## src/rtl/core/bfpa_pkg.sv

```systemverilog
// Shared constants, types and helpers of the best-fit page allocator.
`timescale 1ns / 1ps
package bfpa_pkg;

	localparam int PAGE_BYTES   = 4096;
	localparam int HEADER_BYTES = 24;
	localparam int MAX_SEGMENTS = 64;
	localparam int HEAP_PAGES   = 65536;

	localparam int ADDR_W     = 28;
	localparam int REQ_W      = 28;
	localparam int PAGES_W    = 17;
	localparam int CNT_W      = $clog2(MAX_SEGMENTS + 1);
	localparam int PAGE_SHIFT = $clog2(PAGE_BYTES);
	localparam int CMP_W      = PAGES_W + PAGE_SHIFT + 1;

	// Result codes.
	typedef enum logic [1:0] {
		ST_OK           = 2'd0,
		ST_ALREADY_FREE = 2'd1,
		ST_NO_ROOM      = 2'd2,
		ST_NOT_SEGMENT  = 2'd3
	} status_t;

	// Operation codes.
	typedef enum logic {
		OP_ALLOC = 1'b0,
		OP_FREE  = 1'b1
	} op_t;

	// Sequencer states.
	typedef enum logic [2:0] {
		S_IDLE,
		S_SCAN,
		S_DECIDE,
		S_EDIT,
		S_RESP
	} state_t;

	// One table entry as held in a cell.
	typedef struct packed {
		logic [PAGES_W-1:0] pages;
		logic               used;
	} entry_t;

	// Edits applied to the table while it streams past in the edit pass.
	typedef struct packed {
		logic               w0_en;
		logic [CNT_W-1:0]   w0_idx;
		entry_t             w0_val;
		logic               w1_en;
		logic [CNT_W-1:0]   w1_idx;
		entry_t             w1_val;
		logic               ins_en;
		logic               rem_en;
		logic [CNT_W-1:0]   mod_idx;
		logic [PAGES_W-1:0] ins_pages;
	} plan_t;

	// Entry at table position idx after the planned overwrites.
	function automatic entry_t apply_writes(entry_t e, logic [CNT_W-1:0] idx, plan_t p);
		entry_t r;
		r = e;
		if (p.w0_en && idx == p.w0_idx) begin
			r = p.w0_val;
		end else if (p.w1_en && idx == p.w1_idx) begin
			r = p.w1_val;
		end
		return r;
	endfunction

endpackage

```

## src/rtl/core/bfpa_cell.sv

```systemverilog
// One cell of the segment chain: holds one entry and takes its neighbor's word on a shift.
`timescale 1ns / 1ps
module bfpa_cell (
	input  logic              clk,
	input  logic              shift,
	input  bfpa_pkg::entry_t  d,
	output bfpa_pkg::entry_t  q
);

	bfpa_pkg::entry_t entry_q;

	// Load the neighbor's entry whenever the chain moves.
	always_ff @(posedge clk) begin
		if (shift) begin
			entry_q <= d;
		end
	end

	assign q = entry_q;

endmodule

```

## src/rtl/core/best_fit_page_allocator.sv

```systemverilog
// Top level of the best-fit page allocator: sequencer and segment cell chain.
`timescale 1ns / 1ps
// The segment table lives in a chain of MAX_SEGMENTS cells that rotates one
// position per clock toward cell 0, where the sequencer reads it, while a
// scan or edit pass runs. A command takes at most two full rotations: a scan
// pass that finds the best fit, the prefix page sums and the segment being
// freed, and an edit pass in which the sequencer rewrites entries and
// inserts or removes one as they come round. A command that succeeds and
// changes the table goes through both passes; a rejected command or a free
// of the last segment skips the edit pass. busy stays high from the
// accepting edge until the cycle after done. done is high for exactly one
// cycle with the word on the result ports; the receiver cannot stall it, so
// it must take the word then.
module best_fit_page_allocator (
	input  logic                          clk,
	input  logic                          arst_n,
	input  logic                          start,
	output logic                          busy,
	input  logic                          op,
	input  logic [bfpa_pkg::REQ_W-1:0]    request_size,
	input  logic [bfpa_pkg::ADDR_W-1:0]   free_address,
	output logic                          done,
	output logic [bfpa_pkg::ADDR_W-1:0]   payload_address,
	output logic [1:0]                    status,
	output logic [bfpa_pkg::PAGES_W-1:0]  heap_top_pages,
	output logic [bfpa_pkg::CNT_W-1:0]    segment_total
);

	localparam int N      = bfpa_pkg::MAX_SEGMENTS;
	localparam int CW     = bfpa_pkg::CNT_W;
	localparam int PW     = bfpa_pkg::PAGES_W;
	localparam int AW     = bfpa_pkg::ADDR_W;
	localparam int XW     = bfpa_pkg::CMP_W;
	localparam int SHIFT  = bfpa_pkg::PAGE_SHIFT;
	localparam int REQ_W_SUM = bfpa_pkg::REQ_W + 1;

	bfpa_pkg::state_t state_q, state_d;

	// Command and global state.
	bfpa_pkg::op_t        op_q;
	logic [PW-1:0]        need_q;
	logic [AW-1:0]        addr_q;
	logic [CW-1:0]        count_q;
	logic [PW-1:0]        break_q;
	logic [CW-1:0]        j_q;

	// Scan pass results.
	logic [PW-1:0]        pre_q;
	logic                 best_v_q, best_pend_q, nxt_free_q;
	logic [CW-1:0]        best_idx_q;
	logic [PW-1:0]        best_pages_q, best_pre_q, nxt_pages_q;
	logic                 hit_v_q, hit_used_q, hit_prev_used_q;
	logic [CW-1:0]        hit_idx_q;
	logic [PW-1:0]        hit_pages_q, hit_prev_pages_q;
	bfpa_pkg::entry_t     last_q;

	// Edit pass state.
	bfpa_pkg::plan_t      plan_q;
	bfpa_pkg::entry_t     hold_q;
	logic                 ins_act_q;

	// Result word.
	logic [AW-1:0]        res_addr_q;
	bfpa_pkg::status_t    res_st_q;

	// Chain wiring.
	bfpa_pkg::entry_t     cell_q [N];
	bfpa_pkg::entry_t     push;
	logic                 shift;

	genvar k;
	generate
		for (k = 0; k < N; k++) begin : g_cell
			bfpa_pkg::entry_t d_in;
			if (k == N - 1) begin : g_tail
				assign d_in = push;
			end else begin : g_mid
				assign d_in = cell_q[k+1];
			end
			bfpa_cell u_cell (
				.clk   (clk),
				.shift (shift),
				.d     (d_in),
				.q     (cell_q[k])
			);
		end
	endgenerate

	// Entries at the head of the chain, with planned overwrites.
	bfpa_pkg::entry_t head, head_mod, next_mod;
	logic             valid_j, fit, hit_now;
	logic [XW-1:0]    start_addr;
	logic [REQ_W_SUM-1:0] req_sum;

	assign head     = cell_q[0];
	assign head_mod = bfpa_pkg::apply_writes(cell_q[0], j_q, plan_q);
	assign next_mod = bfpa_pkg::apply_writes(cell_q[1], j_q + CW'(1), plan_q);
	assign shift    = (state_q == bfpa_pkg::S_SCAN) || (state_q == bfpa_pkg::S_EDIT);
	assign valid_j  = j_q < count_q;
	assign fit      = valid_j && !head.used && (need_q <= head.pages);
	assign start_addr = XW'({pre_q, {SHIFT{1'b0}}}) + XW'(bfpa_pkg::HEADER_BYTES);
	assign hit_now  = valid_j && !hit_v_q && (start_addr == XW'(addr_q));
	assign req_sum  = {1'b0, request_size} + REQ_W_SUM'(bfpa_pkg::HEADER_BYTES);

	// Word pushed into the tail cell.
	always_comb begin
		push = head;
		if (state_q == bfpa_pkg::S_EDIT) begin
			if (ins_act_q) begin
				push = hold_q;
			end else if (plan_q.ins_en && j_q == plan_q.mod_idx) begin
				push = '{pages: plan_q.ins_pages, used: 1'b0};
			end else if (plan_q.rem_en && j_q >= plan_q.mod_idx) begin
				push = next_mod;
			end else begin
				push = head_mod;
			end
		end
	end

	// Decision after the scan pass.
	bfpa_pkg::plan_t      plan_d;
	bfpa_pkg::status_t    st_d;
	logic [AW-1:0]        addr_d;
	logic [CW-1:0]        count_d;
	logic [PW-1:0]        break_d;
	logic                 edit_d;
	logic [PW-1:0]        rest;
	logic [PW:0]          top_sum;
	logic                 prev_free;

	assign rest      = best_pages_q - need_q;
	assign top_sum   = {1'b0, break_q} + {1'b0, need_q};
	assign prev_free = (hit_idx_q != '0) && !hit_prev_used_q;

	always_comb begin
		plan_d  = '0;
		st_d    = bfpa_pkg::ST_OK;
		addr_d  = '0;
		count_d = count_q;
		break_d = break_q;
		edit_d  = 1'b0;
		if (op_q == bfpa_pkg::OP_ALLOC) begin
			if (!best_v_q) begin
				if (count_q >= CW'(N) || top_sum > (PW+1)'(bfpa_pkg::HEAP_PAGES)) begin
					st_d = bfpa_pkg::ST_NO_ROOM;
				end else begin
					addr_d        = AW'({break_q, {SHIFT{1'b0}}} + XW'(bfpa_pkg::HEADER_BYTES));
					plan_d.w0_en  = 1'b1;
					plan_d.w0_idx = count_q;
					plan_d.w0_val = '{pages: need_q, used: 1'b1};
					count_d       = count_q + CW'(1);
					break_d       = top_sum[PW-1:0];
					edit_d        = 1'b1;
				end
			end else if (best_pages_q != need_q && !nxt_free_q && count_q >= CW'(N)) begin
				st_d = bfpa_pkg::ST_NO_ROOM;
			end else begin
				addr_d        = AW'({best_pre_q, {SHIFT{1'b0}}} + XW'(bfpa_pkg::HEADER_BYTES));
				plan_d.w0_en  = 1'b1;
				plan_d.w0_idx = best_idx_q;
				plan_d.w0_val = '{pages: need_q, used: 1'b1};
				edit_d        = 1'b1;
				if (best_pages_q != need_q) begin
					if (nxt_free_q) begin
						plan_d.w1_en  = 1'b1;
						plan_d.w1_idx = best_idx_q + CW'(1);
						plan_d.w1_val = '{pages: nxt_pages_q + rest, used: 1'b0};
					end else begin
						plan_d.ins_en    = 1'b1;
						plan_d.mod_idx   = best_idx_q + CW'(1);
						plan_d.ins_pages = rest;
						count_d          = count_q + CW'(1);
					end
				end
			end
		end else begin
			if (!hit_v_q) begin
				st_d = bfpa_pkg::ST_NOT_SEGMENT;
			end else if (!hit_used_q) begin
				st_d = bfpa_pkg::ST_ALREADY_FREE;
			end else if (hit_idx_q == count_q - CW'(1)) begin
				// The last segment goes back to the heap top, with its predecessor when that one is free.
				if (prev_free) begin
					break_d = break_q - hit_pages_q - hit_prev_pages_q;
					count_d = count_q - CW'(2);
				end else begin
					break_d = break_q - hit_pages_q;
					count_d = count_q - CW'(1);
				end
			end else if (prev_free) begin
				plan_d.w0_en   = 1'b1;
				plan_d.w0_idx  = hit_idx_q - CW'(1);
				plan_d.w0_val  = '{pages: hit_prev_pages_q + hit_pages_q, used: 1'b0};
				plan_d.rem_en  = 1'b1;
				plan_d.mod_idx = hit_idx_q;
				count_d        = count_q - CW'(1);
				edit_d         = 1'b1;
			end else begin
				plan_d.w0_en  = 1'b1;
				plan_d.w0_idx = hit_idx_q;
				plan_d.w0_val = '{pages: hit_pages_q, used: 1'b0};
				edit_d        = 1'b1;
			end
		end
	end

	// Next state.
	always_comb begin
		state_d = state_q;
		unique case (state_q)
			bfpa_pkg::S_IDLE:   if (start) state_d = bfpa_pkg::S_SCAN;
			bfpa_pkg::S_SCAN:   if (j_q == CW'(N - 1)) state_d = bfpa_pkg::S_DECIDE;
			bfpa_pkg::S_DECIDE: state_d = edit_d ? bfpa_pkg::S_EDIT : bfpa_pkg::S_RESP;
			bfpa_pkg::S_EDIT:   if (j_q == CW'(N - 1)) state_d = bfpa_pkg::S_RESP;
			bfpa_pkg::S_RESP:   state_d = bfpa_pkg::S_IDLE;
			default:            state_d = bfpa_pkg::S_IDLE;
		endcase
	end

	// State register and the global counters.
	always_ff @(posedge clk or negedge arst_n) begin
		if (!arst_n) begin
			state_q <= bfpa_pkg::S_IDLE;
			count_q <= '0;
			break_q <= '0;
		end else begin
			state_q <= state_d;
			if (state_q == bfpa_pkg::S_DECIDE) begin
				count_q <= count_d;
				break_q <= break_d;
			end
		end
	end

	// Command capture, scan bookkeeping and edit pass.
	always_ff @(posedge clk) begin
		unique case (state_q)
			bfpa_pkg::S_IDLE: begin
				op_q        <= bfpa_pkg::op_t'(op);
				need_q      <= PW'(req_sum >> SHIFT) + PW'(1);
				addr_q      <= free_address;
				j_q         <= '0;
				pre_q       <= '0;
				best_v_q    <= 1'b0;
				best_pend_q <= 1'b0;
				nxt_free_q  <= 1'b0;
				hit_v_q     <= 1'b0;
				ins_act_q   <= 1'b0;
			end
			bfpa_pkg::S_SCAN: begin
				j_q    <= (j_q == CW'(N - 1)) ? '0 : j_q + CW'(1);
				last_q <= head;
				if (valid_j) begin
					pre_q <= pre_q + head.pages;
				end
				// A strictly smaller fit becomes the best candidate; otherwise record the neighbor of the current one.
				if (fit && (!best_v_q || head.pages < best_pages_q)) begin
					best_v_q     <= 1'b1;
					best_idx_q   <= j_q;
					best_pages_q <= head.pages;
					best_pre_q   <= pre_q;
					best_pend_q  <= 1'b1;
					nxt_free_q   <= 1'b0;
				end else if (best_pend_q) begin
					nxt_free_q  <= valid_j && !head.used;
					nxt_pages_q <= head.pages;
					best_pend_q <= 1'b0;
				end
				if (hit_now) begin
					hit_v_q          <= 1'b1;
					hit_idx_q        <= j_q;
					hit_used_q       <= head.used;
					hit_pages_q      <= head.pages;
					hit_prev_used_q  <= last_q.used;
					hit_prev_pages_q <= last_q.pages;
				end
			end
			bfpa_pkg::S_DECIDE: begin
				plan_q     <= plan_d;
				res_st_q   <= st_d;
				res_addr_q <= addr_d;
			end
			bfpa_pkg::S_EDIT: begin
				j_q <= j_q + CW'(1);
				if (ins_act_q || (plan_q.ins_en && j_q == plan_q.mod_idx)) begin
					hold_q    <= head_mod;
					ins_act_q <= 1'b1;
				end
			end
			bfpa_pkg::S_RESP: begin
				ins_act_q <= 1'b0;
			end
			default: begin
				ins_act_q <= 1'b0;
			end
		endcase
	end

	assign busy            = state_q != bfpa_pkg::S_IDLE;
	assign done            = state_q == bfpa_pkg::S_RESP;
	assign payload_address = res_addr_q;
	assign status          = res_st_q;
	assign heap_top_pages  = break_q;
	assign segment_total   = count_q;

	// The table never holds more entries than there are cells.
	a_count_bound: assert property (@(posedge clk) disable iff (!arst_n)
		count_q <= CW'(N))
		else $error("segment count exceeds the number of cells");

	// An accepted command makes the block busy on the next cycle.
	a_accept_busy: assert property (@(posedge clk) disable iff (!arst_n)
		(start && !busy) |=> busy)
		else $error("accepted command did not raise busy");

	// After the result word the block is ready again.
	a_done_ready: assert property (@(posedge clk) disable iff (!arst_n)
		done |=> !busy)
		else $error("block stayed busy after the result word");

	// Heap top and segment count only move when a decision is taken.
	a_state_stable: assert property (@(posedge clk) disable iff (!arst_n)
		$past(state_q) != bfpa_pkg::S_DECIDE |-> ($stable(count_q) && $stable(break_q)))
		else $error("table totals changed outside the decision cycle");

endmodule
```

## config.mk

```make
export PLATFORM = sky130hd
export DESIGN_NAME = best_fit_page_allocator
export DESIGN_NICKNAME = d
export VERILOG_FILES = /design/src/rtl/core/bfpa_pkg.sv /design/src/rtl/core/bfpa_cell.sv /design/src/rtl/core/best_fit_page_allocator.sv
export SDC_FILE = /design/constraint.sdc
export NUM_CORES = 2
export LEC_CHECK = 0
export ABC_AREA = 1
export BUFFER_PORTS_ARGS = -buffer_cell sky130_fd_sc_hd__buf_2
export CAP_MARGIN = 40
export CELL_PAD_IN_SITES_DETAIL_PLACEMENT = 1
export CELL_PAD_IN_SITES_GLOBAL_PLACEMENT = 2
export CORE_MARGIN = 2
export CORE_UTILIZATION = 35
export CTS_CLUSTER_DIAMETER = 200
export DETAILED_ROUTE_END_ITERATION = 12
export HOLD_SLACK_MARGIN = 0.02
export MAX_ROUTING_LAYER = met4
export PLACE_DENSITY_LB_ADDON = 0.1
export SLEW_MARGIN = 40
export SYNTH_ARGS = -nofsm -noshare
export SYNTH_HDL_FRONTEND = slang
export SYNTH_SLANG_ARGS = --single-unit
```

## constraint.sdc

```tcl
create_clock -name clk -period 64.2 [get_ports clk]
set_clock_uncertainty 0.05 [all_clocks]
set_input_delay 6.42 -clock clk [delete_from_list [all_inputs] [get_ports clk]]
set_output_delay 6.42 -clock clk [all_outputs]
set_load 0.05 [all_outputs]
```

==> flow_summary.yaml <==
worst_setup_path:
  crit_type: "reg2out"
  critical_path.most_common_cell: "inv_1"
  r2r_cells: 19
  slowest_stage: "buf_4"
  crit_chain: "nor2_1 -> inv_1 -> nor2_4 -> buf_4 -> inv_1 -> buf_2"
  start_kind: "flip-flop"
  worstPathRequired_ps: 57730
  reg2reg_slack_ps: 59530
  max_stage_delay_ps: 530
  path_max_fanout: 47
  crit_buf_inv: 4
  r2r-end: "plan_q[43]"
  worstPathArrival_ps: 2960
  cp_top_family: "buffers and inverters"
  r2r_start: "need_q[1]"
  end_kind: "primary output"
cts:
  clock-root-buffer: "clkbuf_16"
  clkTransAtPathRegs_ps: 50
  clk_path_buf_depth: 3
  numCtsBuffers: 160
  clock_latency_ps: 790
  cts_tree: "built"
  clock_sink_count: 1485
  cts_resized: 0
  postCtsHoldBufs: 0
  cts_setup_buffers: 0
  htreeDepth: 4
finish:
  nNetsFinal: 4359
  utilization: 0.405
  area_growth_pct: 15.0
  drive_above_1_share: 0.108
synthesis:
  async_flop_share: 0.0182
  syn_area_per_cell_um2: 14.8
  synth_cells: 3865
  yosys_most_used_dff: "edfxtp_1"
  yosysWarnings: 0
  synth_edf_count: 1458
  yosysSeqAreaShare: 0.775
  synth_cell_types: 64
  synth-seq-cells: 1485
  netlist_area_um2: 57400
global_route:
  grt_pass1_wl_um: 200000
  grt_pass1_vias: 30932
  grt_overflow: 0
  grt_max_degree: 98
  grtUsageTotal: 0.164
  antenna_found_initial: 7
timing:
  slew_headroom: 0.446
  fin_crit_sh: 0.147
  setup_tns_ps: 0
  final_hold_viol_count: 0
  max_slew.worst_pin.slew_ps: 830
  hold_ws_ps: 351
  rsz0062_at_grt: "false"
  finalCriticalPeriod_ps: 9430
  setup_viol_count_final: 0
  max_freq_mhz: 106
  fin_ws_ps: 54770
  final_max_slew_viol_count: 0
placed_design:
  place.gp.congestion: 0.827
  io_buffers: 102
  dp_slack_ps: 55350
  dp_hpwl_um: 87200
drt:
  firstDrtPassIters: 5
  drc: 0
  drt-total-wl_um: 131000
  wire_per_inst_um: 20.3
  dr.first_iter.drc_count: 2174
  vias: 29971
  vias_per_cell: 4.66
  ant_nets: 0
die:
  die_w_um: 409
  initial_utilization: 0.353
  core_area_um2: 163000
  dieArea_um2: 167000
  io_pins: 116
  num_rows: 148
  die_h_um: 409
power_and_ir_drop:
  p_per_area_nw_per_um2: 52.3
  max-vdd-ir-drop_v: 0.0000302
  p_leak_nw: 23.8
  p_total_mw: 3.45
outcome:
  status: "finished, final reports clean"
worst_hold_path:
  hp-start: "last_q[5]"
  whs_path_depth: 0
  worst_hold_path_type: "reg2reg"
  hold_path_end: "hit_prev_pages_q[4]"
flow_run:
  cap_violations: 0
-- cells in the mapped netlist, types with 29 or more instances --
library cell / number / area, µm²
edfxtp_1: 1458 / 43800
nand2_1: 584 / 2190
inv_1: 410 / 1540
nor2_1: 225 / 845
ha_1: 171 / 2140
a21oi_1: 164 / 821
nand3_1: 152 / 761
o21ai_0: 140 / 701
xor2_1: 89 / 780
o211ai_1: 42 / 315
nor3_1: 36 / 180
nand4_1: 34 / 213
o22ai_1: 31 / 194
xnor2_1: 29 / 254
-- final cells by class --
cell class | instances | area (µm²)
clock inverters | 84 | 895
fillers | 16401 | 96800
flip-flops and latches | 1485 | 44500
diodes | 2 | 5.00
repair buffers | 149 | 943
multi-input cells | 1903 | 11100
clock buffers | 208 | 4280
well taps | 2175 | 2720
inverters | 422 | 1580
-- worst max path at each step --
stage	start	endpoint	slack (ps)	cells past startpoint
2_1_floorplan	state_q[2]	best_pend_q	11000	4
3_5_place_dp	request_size[7]	need_q[14]	55350	13
6_report	state_q[1]	busy	54770	6
5_1_grt	state_q[1]	busy	54500	6
4_1_cts	state_q[1]	busy	54620	6
3_3_place_gp	request_size[7]	need_q[14]	55330	13
-- stage by stage --
stage	cell area (µm²)	cells
finish	66000	6428
global route	66000	6426
CTS	66000	6426
detailed placement	60800	6134
global placement	60700	6130
floorplan	57400	3874
-- layout by cell type, fill, tap and decap left out, types with 43 or more instances in the layout --
cell type / netlist / final
a21oi_1: 164 / 164
xor2_1: 89 / 89
buf_2: 15 / 103
o21ai_0: 140 / 139
nor2_1: 225 / 219
clkbuf_16: 0 / 164
inv_1: 410 / 407
clkbuf_1: 27 / 43
edfxtp_1: 1458 / 1458
nand3_1: 152 / 152
nand2_1: 584 / 582
ha_1: 171 / 171
-- metal layers --
| metal | vias to the layer above | global-route usage | share of wire |
|---|---|---|---|
| met3 | 185 | 0.0301 | 0.039 |
| met5 | - | - | 0 |
| li1 | 14421 | - | - |
| met2 | 421 | 0.229 | 0.43 |
| met1 | 14944 | 0.246 | 0.51 |
| met4 | 0 | 0.0410 | 0.020 |
-- sequential cells by signal (all words and copies together) (netlist names), 2 cells and up --
register	flops
pre_q	17
plan_q	76
state_q	3
j_q	7
best_pages_q	17
last_q	18
heap_top_pages	17
best_pre_q	16
hit_pages_q	17
best_idx_q	7
addr_q	28
nxt_pages_q	17
payload_address	17
hit_prev_pages_q	17
segment_total	7
status	2
need_q	17
hit_idx_q	7
hold_q	18
g_cell.u_cell.q	1152
-- worst register-to-register path, delay by kind of cell, from the launching register on --
kind / cells / cell delay, ps
simple gates: 7 / 730
xor+xnor: 1 / 310
flops: 1 / 610
buf+inv: 2 / 390
fa+ha+maj: 2 / 740
compound gates: 7 / 1580
-- report_power, final --
group	switching, mW	total [mW]	internal, mW
clock network	0.381	0.906	0.525
registers	0.131	1.72	1.59
logic	0.619	0.824	0.205
-- cell families after synthesis --
kind of cell | count (synthesis) | synth area share
flops | 1485 | 0.775
simple gates | 1110 | 0.0830
buf+inv | 486 | 0.0336
compound gates | 483 | 0.0497
fa+ha+maj | 178 | 0.0397
xor+xnor | 122 | 0.0191
other cells | 1 | 0.0000653
(Power assumes the default switching activity.)
